**src/design/u8u16_pkg.sv**
```systemverilog
// Shared types, constants and the filename character table for the transcoder.
`default_nettype none
package u8u16_pkg;

   localparam int unsigned MaxResults = 3;

   localparam logic [1:0] CSR_FILENAME_MODE = 2'd0;
   localparam logic [1:0] CSR_COUNT_ONLY    = 2'd1;
   localparam logic [1:0] CSR_OUT_CAPACITY  = 2'd2;

   localparam logic [15:0] CAPACITY_RESET = 16'hFFFF;
   localparam logic [15:0] SURROGATE_HIGH = 16'hD800;
   localparam logic [15:0] SURROGATE_LOW  = 16'hDC00;
   localparam logic [15:0] PRIVATE_BASE   = 16'hF000;
   localparam logic [20:0] SUPPLEMENTARY  = 21'h10000;

   typedef struct packed {
      logic        filename_mode;
      logic        count_only;
      logic [15:0] out_capacity;
   } cfg_type;

   typedef struct packed {
      logic [20:0] partial_code_point;
      logic [1:0]  bytes_pending;
      logic        error_seen;
      logic [15:0] units_so_far;
   } state_type;

   typedef struct packed {
      logic [15:0] code_unit;
      logic        is_status;
      logic        failed;
      logic [15:0] unit_total;
      logic        last_of_run;
   } rsp_type;

   typedef rsp_type [MaxResults-1:0] burst_type;

   function automatic logic [15:0] remap_name_char(input logic [6:0] c);
      logic [15:0] r;
      r = {9'd0, c};
      if (c == 7'h00) begin
         r = 16'h0000;
      end else if (c < 7'h20 || c == 7'h22 || c == 7'h2A || c == 7'h3A ||
                   c == 7'h3C || c == 7'h3E || c == 7'h3F || c == 7'h7C) begin
         r = PRIVATE_BASE | {9'd0, c};
      end else if (c == 7'h2F) begin
         r = 16'h005C;
      end
      return r;
   endfunction

endpackage
`default_nettype wire

```
**src/design/u8u16_step.sv**
```systemverilog
// Per-byte decode: next string state and the burst of results for one byte.
`default_nettype none
module u8u16_step
   import u8u16_pkg::*;
(
   input  cfg_type     cfg,
   input  state_type   state,
   input  logic [7:0]  in_byte,
   input  logic        end_of_string,
   output state_type   state_next,
   output burst_type   burst,
   output logic [1:0]  burst_count
);

   always_comb begin
      logic        complete;
      logic [20:0] cp_raw;
      logic [20:0] cp;
      logic [20:0] cp_off;
      logic [20:0] merged;
      logic [1:0]  pend;
      logic        two;
      logic [16:0] sum;
      logic [1:0]  k;

      state_next  = state;
      burst       = '0;
      complete    = 1'b0;
      cp_raw      = '0;
      merged      = '0;
      pend        = '0;
      k           = '0;

      if (!state.error_seen) begin
         if (state.bytes_pending == 2'd0) begin
            if (in_byte[7] == 1'b0) begin
               complete = 1'b1;
               cp_raw   = {14'd0, in_byte[6:0]};
            end else if (in_byte[7:5] == 3'b110) begin
               state_next.partial_code_point = {10'd0, in_byte[4:0], 6'd0};
               state_next.bytes_pending      = 2'd1;
            end else if (in_byte[7:4] == 4'b1110) begin
               state_next.partial_code_point = {5'd0, in_byte[3:0], 12'd0};
               state_next.bytes_pending      = 2'd2;
            end else if (in_byte[7:3] == 5'b11110) begin
               state_next.partial_code_point = {in_byte[2:0], 18'd0};
               state_next.bytes_pending      = 2'd3;
            end else begin
               state_next.error_seen = 1'b1;
            end
         end else begin
            pend = state.bytes_pending - 2'd1;
            case (pend)
               2'd0:    merged = state.partial_code_point | {15'd0, in_byte[5:0]};
               2'd1:    merged = state.partial_code_point | {9'd0, in_byte[5:0], 6'd0};
               2'd2:    merged = state.partial_code_point | {3'd0, in_byte[5:0], 12'd0};
               default: merged = state.partial_code_point;
            endcase
            state_next.bytes_pending      = pend;
            state_next.partial_code_point = merged;
            if (pend == 2'd0) begin
               complete                      = 1'b1;
               cp_raw                        = merged;
               state_next.partial_code_point = '0;
            end
         end
      end

      if (cfg.filename_mode && cp_raw < 21'h80) begin
         cp = {5'd0, remap_name_char(cp_raw[6:0])};
      end else begin
         cp = cp_raw;
      end
      two    = cp > 21'h00FFFF;
      sum    = {1'b0, state.units_so_far} + (two ? 17'd2 : 17'd1);
      cp_off = cp - SUPPLEMENTARY;

      if (complete) begin
         if (cfg.count_only) begin
            state_next.units_so_far = sum[16] ? 16'hFFFF : sum[15:0];
         end else if (sum > {1'b0, cfg.out_capacity}) begin
            state_next.error_seen = 1'b1;
         end else begin
            if (two) begin
               burst[0].code_unit = SURROGATE_HIGH + {5'd0, cp_off[20:10]};
               burst[1].code_unit = SURROGATE_LOW + {6'd0, cp_off[9:0]};
               k = 2'd2;
            end else begin
               burst[0].code_unit = cp[15:0];
               k = 2'd1;
            end
            state_next.units_so_far = sum[15:0];
         end
      end

      if (end_of_string) begin
         if (state_next.bytes_pending != 2'd0) begin
            state_next.error_seen = 1'b1;
         end
         burst[k].is_status  = 1'b1;
         burst[k].failed     = state_next.error_seen;
         burst[k].unit_total = state_next.units_so_far;
         k          = k + 2'd1;
         state_next = '0;
      end

      if (k != 2'd0) begin
         burst[k - 2'd1].last_of_run = 1'b1;
      end
      burst_count = k;
   end

endmodule
`default_nettype wire

```
**src/design/utf8_to_utf16_transcoder.sv**
```systemverilog
// UTF-8 to UTF-16 transcoder top level: string state, config and result buffer.
//
// Request channel (req_*): one UTF-8 byte per request, req_end_of_string on the
// last byte of a string. Response channel (rsp_*): UTF-16 code units, and one
// status response per string carrying the error flag and the unit count.
// rsp_last_of_run marks the last response caused by a request.
// A request is decoded in the cycle it is accepted; its responses (zero to
// three) sit in a three-entry buffer and the first shows on rsp_* the next
// cycle. Throughput: one byte per cycle while each byte gives at most one
// response and rsp_ready is high; a byte giving more responses holds the
// response port until they drain, and the next request is taken in the cycle
// the buffer's last entry leaves. Config is written through csr_* by the user
// only while no string is in flight; the block itself does not enforce it.
// Writes to an index past out_capacity are dropped.
// Reset (synchronous) clears the string state, empties the buffer and
// restores the config defaults. A stalled receiver stops intake while any
// response is waiting in the buffer.
`default_nettype none
module utf8_to_utf16_transcoder
   import u8u16_pkg::*;
(
   input  logic        clock,
   input  logic        reset,
   input  logic        req_valid,
   output logic        req_ready,
   input  logic [7:0]  req_in_byte,
   input  logic        req_end_of_string,
   output logic        rsp_valid,
   input  logic        rsp_ready,
   output logic [15:0] rsp_code_unit,
   output logic        rsp_is_status,
   output logic        rsp_failed,
   output logic [15:0] rsp_unit_total,
   output logic        rsp_last_of_run,
   input  logic        csr_write_enable,
   input  logic [1:0]  csr_index,
   input  logic [15:0] csr_write_data
);

   cfg_type    cfg_ff;
   state_type  state_ff;
   state_type  state_in;
   burst_type  slots_ff;
   burst_type  burst;
   logic [1:0] count_ff;
   logic [1:0] burst_count;
   logic       accept;
   logic       pop;

   u8u16_step step (
      .cfg           (cfg_ff),
      .state         (state_ff),
      .in_byte       (req_in_byte),
      .end_of_string (req_end_of_string),
      .state_next    (state_in),
      .burst         (burst),
      .burst_count   (burst_count)
   );

   assign rsp_valid = count_ff != 2'd0;
   assign pop       = rsp_valid && rsp_ready;
   assign req_ready = (count_ff == 2'd0) || (count_ff == 2'd1 && rsp_ready);
   assign accept    = req_valid && req_ready;

   assign rsp_code_unit   = slots_ff[0].code_unit;
   assign rsp_is_status   = slots_ff[0].is_status;
   assign rsp_failed      = slots_ff[0].failed;
   assign rsp_unit_total  = slots_ff[0].unit_total;
   assign rsp_last_of_run = slots_ff[0].last_of_run;

   always_ff @(posedge clock) begin
      if (reset) begin
         cfg_ff.filename_mode <= 1'b0;
         cfg_ff.count_only    <= 1'b0;
         cfg_ff.out_capacity  <= CAPACITY_RESET;
      end else if (csr_write_enable) begin
         case (csr_index)
            CSR_FILENAME_MODE: cfg_ff.filename_mode <= csr_write_data[0];
            CSR_COUNT_ONLY:    cfg_ff.count_only    <= csr_write_data[0];
            CSR_OUT_CAPACITY:  cfg_ff.out_capacity  <= csr_write_data;
            default:           cfg_ff               <= cfg_ff;
         endcase
      end
   end

   always_ff @(posedge clock) begin
      if (reset) begin
         state_ff <= '0;
         count_ff <= 2'd0;
      end else if (accept) begin
         state_ff <= state_in;
         count_ff <= burst_count;
      end else if (pop) begin
         count_ff <= count_ff - 2'd1;
      end
   end

   always_ff @(posedge clock) begin
      if (accept) begin
         slots_ff <= burst;
      end else if (pop) begin
         slots_ff[0] <= slots_ff[1];
         slots_ff[1] <= slots_ff[2];
      end
   end

endmodule
`default_nettype wire

```
**config.mk**
```make
export PLATFORM = sky130hd
export DESIGN_NAME = utf8_to_utf16_transcoder
export DESIGN_NICKNAME = d
export VERILOG_FILES = /design/src/design/u8u16_pkg.sv /design/src/design/u8u16_step.sv /design/src/design/utf8_to_utf16_transcoder.sv
export SDC_FILE = /design/constraint.sdc
export NUM_CORES = 1
export LEC_CHECK = 0
export BUFFER_PORTS_ARGS = -buffer_cell sky130_fd_sc_hd__buf_4
export CAP_MARGIN = 20
export CORE_MARGIN = 2
export CORE_UTILIZATION = 50
export CTS_CLUSTER_DIAMETER = 150
export DETAILED_ROUTE_END_ITERATION = 16
export PLACE_DENSITY = 0.69
export SLEW_MARGIN = 20
export SYNTH_ARGS = -nofsm -noshare
export SYNTH_HDL_FRONTEND = slang
export SYNTH_SLANG_ARGS = --single-unit
```
**constraint.sdc**
```tcl
create_clock -name clock -period 21.1 [get_ports clock]
set_clock_uncertainty 0.15 [all_clocks]
set_input_delay 4.22 -clock clock [delete_from_list [all_inputs] [get_ports clock]]
set_output_delay 4.22 -clock clock [all_outputs]
set_load 0.1 [all_outputs]
```
# After elaboration in Yosys (flattened, before gate mapping)
# Cells that the tools add are included.
classes:
  addsub: 8
  magnitude_cmp: 8
  n_eq_ne: 19
  n_mux: 65
  n_bitwise: 3
  reduce_logical: 27
ops:
  columns: ["operator", "n"]
  rows:
  - ["105-bit bitwise mux", 4]
  - ["35-bit demux with 2-bit select", 4]
  - ["105-bit two-way mux", 2]
  - ["16-bit two-way mux", 13]
  - ["70-bit two-way mux", 2]
  - ["21-bit two-way mux", 5]
  - ["23-bit two-way mux", 4]
  - ["21-bit case mux with 3 select lines", 1]
  - ["7-bit by 6-bit == test with 1-bit output, second input constant", 7]
  - ["24-bit two-way mux", 2]
  - ["40-bit two-way mux", 1]
  - ["17-bit two-way mux", 2]
  - ["21-bit by 16-bit > comparator with 1-bit output, second input constant", 1]
  - ["21-bit by 8-bit less-than comparator with 1-bit output, second input constant", 1]
  - ["21-bit by 12-bit bitwise OR with 21-bit output", 1]
  - ["21-bit by 18-bit bitwise OR with 21-bit output", 1]
  - ["21-bit by 6-bit bitwise OR with 21-bit output", 1]
  - ["21-bit by 17-bit subtractor with 21-bit output, second input constant", 1]
  - ["19-bit two-way mux", 1]
  - ["18-bit two-way mux", 1]
  - ["16-bit by 17-bit adder with 17-bit output", 1]
  - ["17-bit by 16-bit > comparator with 1-bit output", 1]
  - ["15-bit by 11-bit adder with 16-bit output, first input constant", 1]
  - ["15-bit by 12-bit adder with 16-bit output, first input constant", 1]
  - ["24 further kinds", 71]
word_totals:
  ff_bits: 165
  in_bits: 32
  out_inout_bits: 37
  elab_cells: 153

# Longest topological paths before layout
depth:
  word_depth: 35
  mapped_depth: 33
  ltp_nobuf: 27

# Hierarchy
# A second synthesis with hierarchy kept.
hier_totals:
  cells_unflattened: 1025
  hier_area_um2: 10063.4
by_module_without_submodules:
  columns: ["mod", "n_inst", "cells_each", "area_per_inst_um2", "seq_area_each_um2"]
  rows:
  - ["utf8_to_utf16_transcoder", 1, 497, 6942.9, 4354.2]
  - ["u8u16_step", 1, 528, 3120.5, 0.0]

# Worst setup path before layout
# OpenSTA, ideal clock, no wires.
synth_timing:
  kind: "in2reg"
  start: "in req_in_byte[4]"
  end: "reg slots_ff[84] (netlist name) (data pin)"
  t_arrival_ps: 9660
  required_ps: 20682
  slack_ps: 11022
  cell_stages: 27
  cell_sequence: "clkbuf_1 -> o21ai_0 -> a21oi_4 -> nand3_1 -> a2111o_1 -> a21o_1 -> buf_6 -> buf_6 -> ha_1 -> fa_1 -> and3_1 -> clkbuf_1 -> and3_1 -> xnor2_1 -> ha_1 -> a21oi_1 -> o21ai_0 -> a211o_1 -> o31ai_1 -> and3_1 -> clkbuf_1 -> and2_4 -> inv_1 -> ha_1 -> nand2_1 -> clkbuf_1 -> nor2_1"
synth_via:
  elab_chain_len: 31
  word_cells_on_any_way: 61
  classes_between: "3 x add/sub; 6 x order compare; 8 x eq/ne; 30 x mux; 3 x bitwise; 11 x reduce/logical"
synth_rtl:
  columns: ["item", "line", "text"]
  rows:
  - ["start: declaration", "utf8_to_utf16_transcoder.sv:26", "input logic [7:0] req_in_byte,"]
  - ["21-bit by 6-bit bitwise OR with 21-bit output", "u8u16_step.sv:54", "2'd0: merged = state.partial_code_point | {15'd0, in_byte[5:0]};"]
  - ["21-bit case mux with 3 select lines", "u8u16_step.sv:53", "case (pend)"]
  - ["21-bit two-way mux", "u8u16_step.sv:61", "if (pend == 2'd0) begin"]
  - ["21-bit two-way mux (*)", "u8u16_step.sv:35", "if (state.bytes_pending == 2'd0) begin"]
  - ["21-bit two-way mux (*)", "u8u16_step.sv:34", "if (!state.error_seen) begin"]
  - ["7-bit by 6-bit less-than comparator with 1-bit output / 7-bit by 6-bit == test with 1-bit output (equally long branches)", "u8u16_pkg.sv:45", "end else if (c < 7'h20 || c == 7'h22 || c == 7'h2A || c == 7'h3A ||"]
  - ["1-bit logical OR (4 in series)", "u8u16_pkg.sv:45", null]
  - ["1-bit logical OR (3 in series)", "u8u16_pkg.sv:46", "c == 7'h3C || c == 7'h3E || c == 7'h3F || c == 7'h7C) begin"]
  - ["(+10 left out)", null, null]
  - ["2-bit by 3-bit less-than comparator with 1-bit output (implied by the code) / 2-bit by 1-bit >= comparator with 1-bit output (equally long branches)", "u8u16_step.sv:102", "burst[k].unit_total = state_next.units_so_far;"]
  - ["1-bit logical AND (implied by the code)", "u8u16_step.sv:102", null]
  - ["17-bit two-way mux (implied by the code)", "u8u16_step.sv:102", null]
  - ["35-bit demux with 2-bit select", null, null]
  - ["105-bit bitwise mux", "u8u16_step.sv:102", null]
  - ["105-bit two-way mux", "u8u16_step.sv:96", "if (end_of_string) begin"]
  - ["105-bit bitwise mux", "u8u16_step.sv:108", "burst[k - 2'd1].last_of_run = 1'b1;"]
  - ["105-bit two-way mux (*)", "u8u16_step.sv:107", "if (k != 2'd0) begin"]
  - ["end signal: assignment", "utf8_to_utf16_transcoder.sv:100", "slots_ff <= burst;"]
  - ["end: declaration", "utf8_to_utf16_transcoder.sv:43", "burst_type slots_ff;"]
# Every way passes the cells marked *; elsewhere a longest branch is shown, timed or not.
# A chain may end at the register's enable or synchronous reset.

# Worst setup path after layout
layout_timing:
  start: "in req_in_byte[3]"
  end: "reg slots_ff[74] (netlist name) (data pin)"
# The elaborated chain is that of the path after synthesis.

==> metrics.cfg <==
[floorplanning]
io_pins=69
die_h_um=130
core_um2=15700
start_util_pct=50.5
die_w_um=130
die-area_um2=16900
rows=46

[global_route]
grt_antenna_before_repair=0
grt_max_degree=71
grt_pass1_wl_um=28700
use_met3_pct=4.51
grt_use_met2_pct=30.7
grt_use_total_pct=21.9
busiest_layer=met1
gr-total-overflow=0
grt_pass1_vias=5540
met1_usage_pct=32.9

[route]
firstDrtPassIters=8
routed-via-count=6381
detail-route-antenna-nets=0
wl_per_cell_um=16.6
via_per_inst=5.82
routed_wl_um=18200
drt_iter0_markers=591
drc=0

[worst_setup_path]
cp_common_cell=ha_1
path_cells=buf_4, o21ai_0, a21oi_1, nand4_1, a2111oi_0, a21o_1, inv_8, ha_1, a21oi_1, nor3_1, and3_1, xor2_1, ha_1, nand4_1, nor2_1, a211o_1, o31ai_1, and3_1, and2_4, inv_1, ha_1, nand2_1, inv_1, and2_1
crit_end=slots_ff[74]
endpoint_kind=flip-flop
cp.arrival_ps=10780
cp_slowest_stage_delay_ps=650
path_buf_inv=4
worstPathMaxFanout=19
r2r_setup_slack_ps=12550
r2r-start=state_ff[18]
critPathTopFamily=compound AO/OA/AOI/OAI gates
worstSetupPathType=input pin to flip-flop
cp-start-kind=input pin
cp.depth=24
slowest_stage=a21o_1
worstSetupStartpoint=req_in_byte[3]
reg2reg_to=slots_ff[74]
critical_path_required_ps=21140
ff2ff_path_depth=26

[placed_design]
gp_congestion=0.896
place.port_buffers=68
pre_cts_ws_ps=10080
placed_cells_incl_taps=1064
dp_hpwl_um=12700

[clock_tree]
clk_latency_ps=440
ctsRootBufferMaster=clkbuf_16
cts_tree=done
ctsHtreeMaxLevel=4
cts_resized=0
postCtsHoldBufs=0
clk_pin_slew_ps=60
clkSinkCount=144
cts_setup_buffers=0
cts_buffers=17
ctsLongestPathBuffers=2

[sta]
tns_ps=0
drv_slew=0
relSlewSlack_pct=34.1
hold_viol=0
fmax_mhz=93.1
post-route-period-util_pct=50.9
worst_pin_slew_ps=985
fin_ws_ps=10360
hold_ws_ps=309
report.final.setup_viol=0
fin_crit_ps=10750
grt_setup_unrepaired=no

[synth]
syn_area_um2=7930
yosys.cell_types.count=75
syn_avg_cell_area_um2=9.26
synthFlopType=edfxtp_1
synth_top_area_share_pct=31.8
synth_area_leaders=edfxtp_1, dfxtp_1, nand2_1, ha_1, o21ai_0
synth-seq-area-share_pct=47.0
synth_area_leader_cell=edfxtp_1
synth-seq-cells=144
yosysWarningCount=0
synth_edf_count=84
syn-instance-count=856
async_flop_share_pct=0
synthesis.nets=913

[finish]
nNetsFinal=924
drive_above_1_share_pct=14.1
syn2layout_area_growth_pct=12.1
post-route-util_pct=56.6
final_cells=1096
num_antenna_cells=0

[status]
outcome=finished, final reports clean

[power]
combPwrFrac_pct=33.4
clock_power_share_pct=29.9
swShare_pct=40.9
leakage_nw=3.62
p_int_mw=0.616
seq_power_share_pct=36.6
powerDensity_nw_per_um2=117
switchingPower_mw=0.427
ir_worst_vdd_v=0.0000664

[run]
cap_violations=0

[min_path]
hp-class=flip-flop to flip-flop

==> per-layer routing <==
layer | vias to the layer above | routed length [um] | part of all wire [%]
met5 | - | 0 | 0
met3 | 30 | 1380 | 7.6
met2 | 281 | 7650 | 42
met4 | 0 | 331 | 1.8
met1 | 2971 | 8840 | 49
li1 | 3099 | - | -
==> Yosys cell counts, types with 12 or more instances <==
cell type  number
nand3b_1       23
nand2_1       120
a31oi_1        16
buf_4          32
edfxtp_1       84
and2_1         12
a21oi_1        44
inv_1          37
clkbuf_1       34
nor3_1         20
a22o_1         13
nor2_1         69
ha_1           24
nand3_1        16
o21ai_0        55
and3_1         15
dfxtp_1        60
==> placed cells by master, fill, tap and decap left out, types with 15 or more instances in the layout <==
master and count:
a31oi_1 16, nand2_1 119, and3_1 15, clkbuf_16 17, ha_1 24, nor2_1 69, a21oi_1 44, edfxtp_1 84
o21ai_0 55, dfxtp_1 60, nand3_1 16, nor3_1 20, inv_1 37, buf_4 71, nand3b_1 23
==> power groups by stage <==
stage,registers [mW],logic (mW),clock network [mW]
floorplan,0.399,0.288,0
global placement,0.387,0.346,0
detailed placement,0.388,0.348,0
CTS,0.382,0.349,0.316
global route,0.387,0.369,0.326
finish,0.382,0.349,0.313
==> registers in the layout, indices dropped and copies added (netlist names) <==
name             flops
cfg_ff              18
count_ff             2
rsp_code_unit       16
rsp_failed           1
rsp_is_status        1
rsp_last_of_run      1
rsp_unit_total      16
slots_ff            49
state_ff            40
==> logic make-up (layout without fill, tap and decap cells) <==
kind of cell	Yosys count	count (layout)	share of synthesized area, %
AOI/OAI and AO/OA	212	212	17.6
xor gates and xnor gates	16	16	1.77
buffers and inverters	117	141	7.72
muxes	10	10	1.31
adders and majority gates	25	25	4.04
and+or+nand+nor	332	332	20.6
DFF	144	144	47.0
==> cell type report <==
class                   instances  area, um2
clock inverters                15        188
inverters                      38        150
repair buffers                 71        533
well taps                     216        270
clock buffers                  17        425
flip-flops and latches        144       3720
multi-input cells             595       3600
fillers                      1411       6830
==> worst min path at each step <==
stage	startpoint	to	slack (ps)	cells after the start
after floorplan	state_ff[19]	state_ff[19]	270	1
after global placement	state_ff[21]	state_ff[21]	290	1
after detailed placement	state_ff[21]	state_ff[21]	290	1
after CTS	state_ff[21]	state_ff[21]	310	1
after global routing	state_ff[21]	state_ff[21]	320	1
final	state_ff[19]	state_ff[19]	310	1
==> per-stage QoR <==
stage	area [um2]	total power, mW
final	8890	1.04
after global placement	8270	0.733
after detailed placement	8270	0.736
after global routing	8890	1.08
after CTS	8890	1.05
after floorplan	7930	0.687
==> worst register-to-register path, cell delays in order (launching register included) <==
cell and delay, ps:
dfxtp_1 630, or2_0 620, nor2_1 420, nand2_1 170
ha_1 240, nand2_1 90, or2_2 290, a2111oi_0 330
a21o_1 650, inv_8 130, ha_1 330, a21oi_1 130
nor3_1 590, and3_1 260, xor2_1 290, ha_1 310
nand4_1 120, nor2_1 50, a211o_1 310, o31ai_1 630
and3_1 430, and2_4 220, inv_1 60, ha_1 170
nand2_1 370, inv_1 130, and2_1 180
Note: power is estimated with default switching activity, not from simulation.
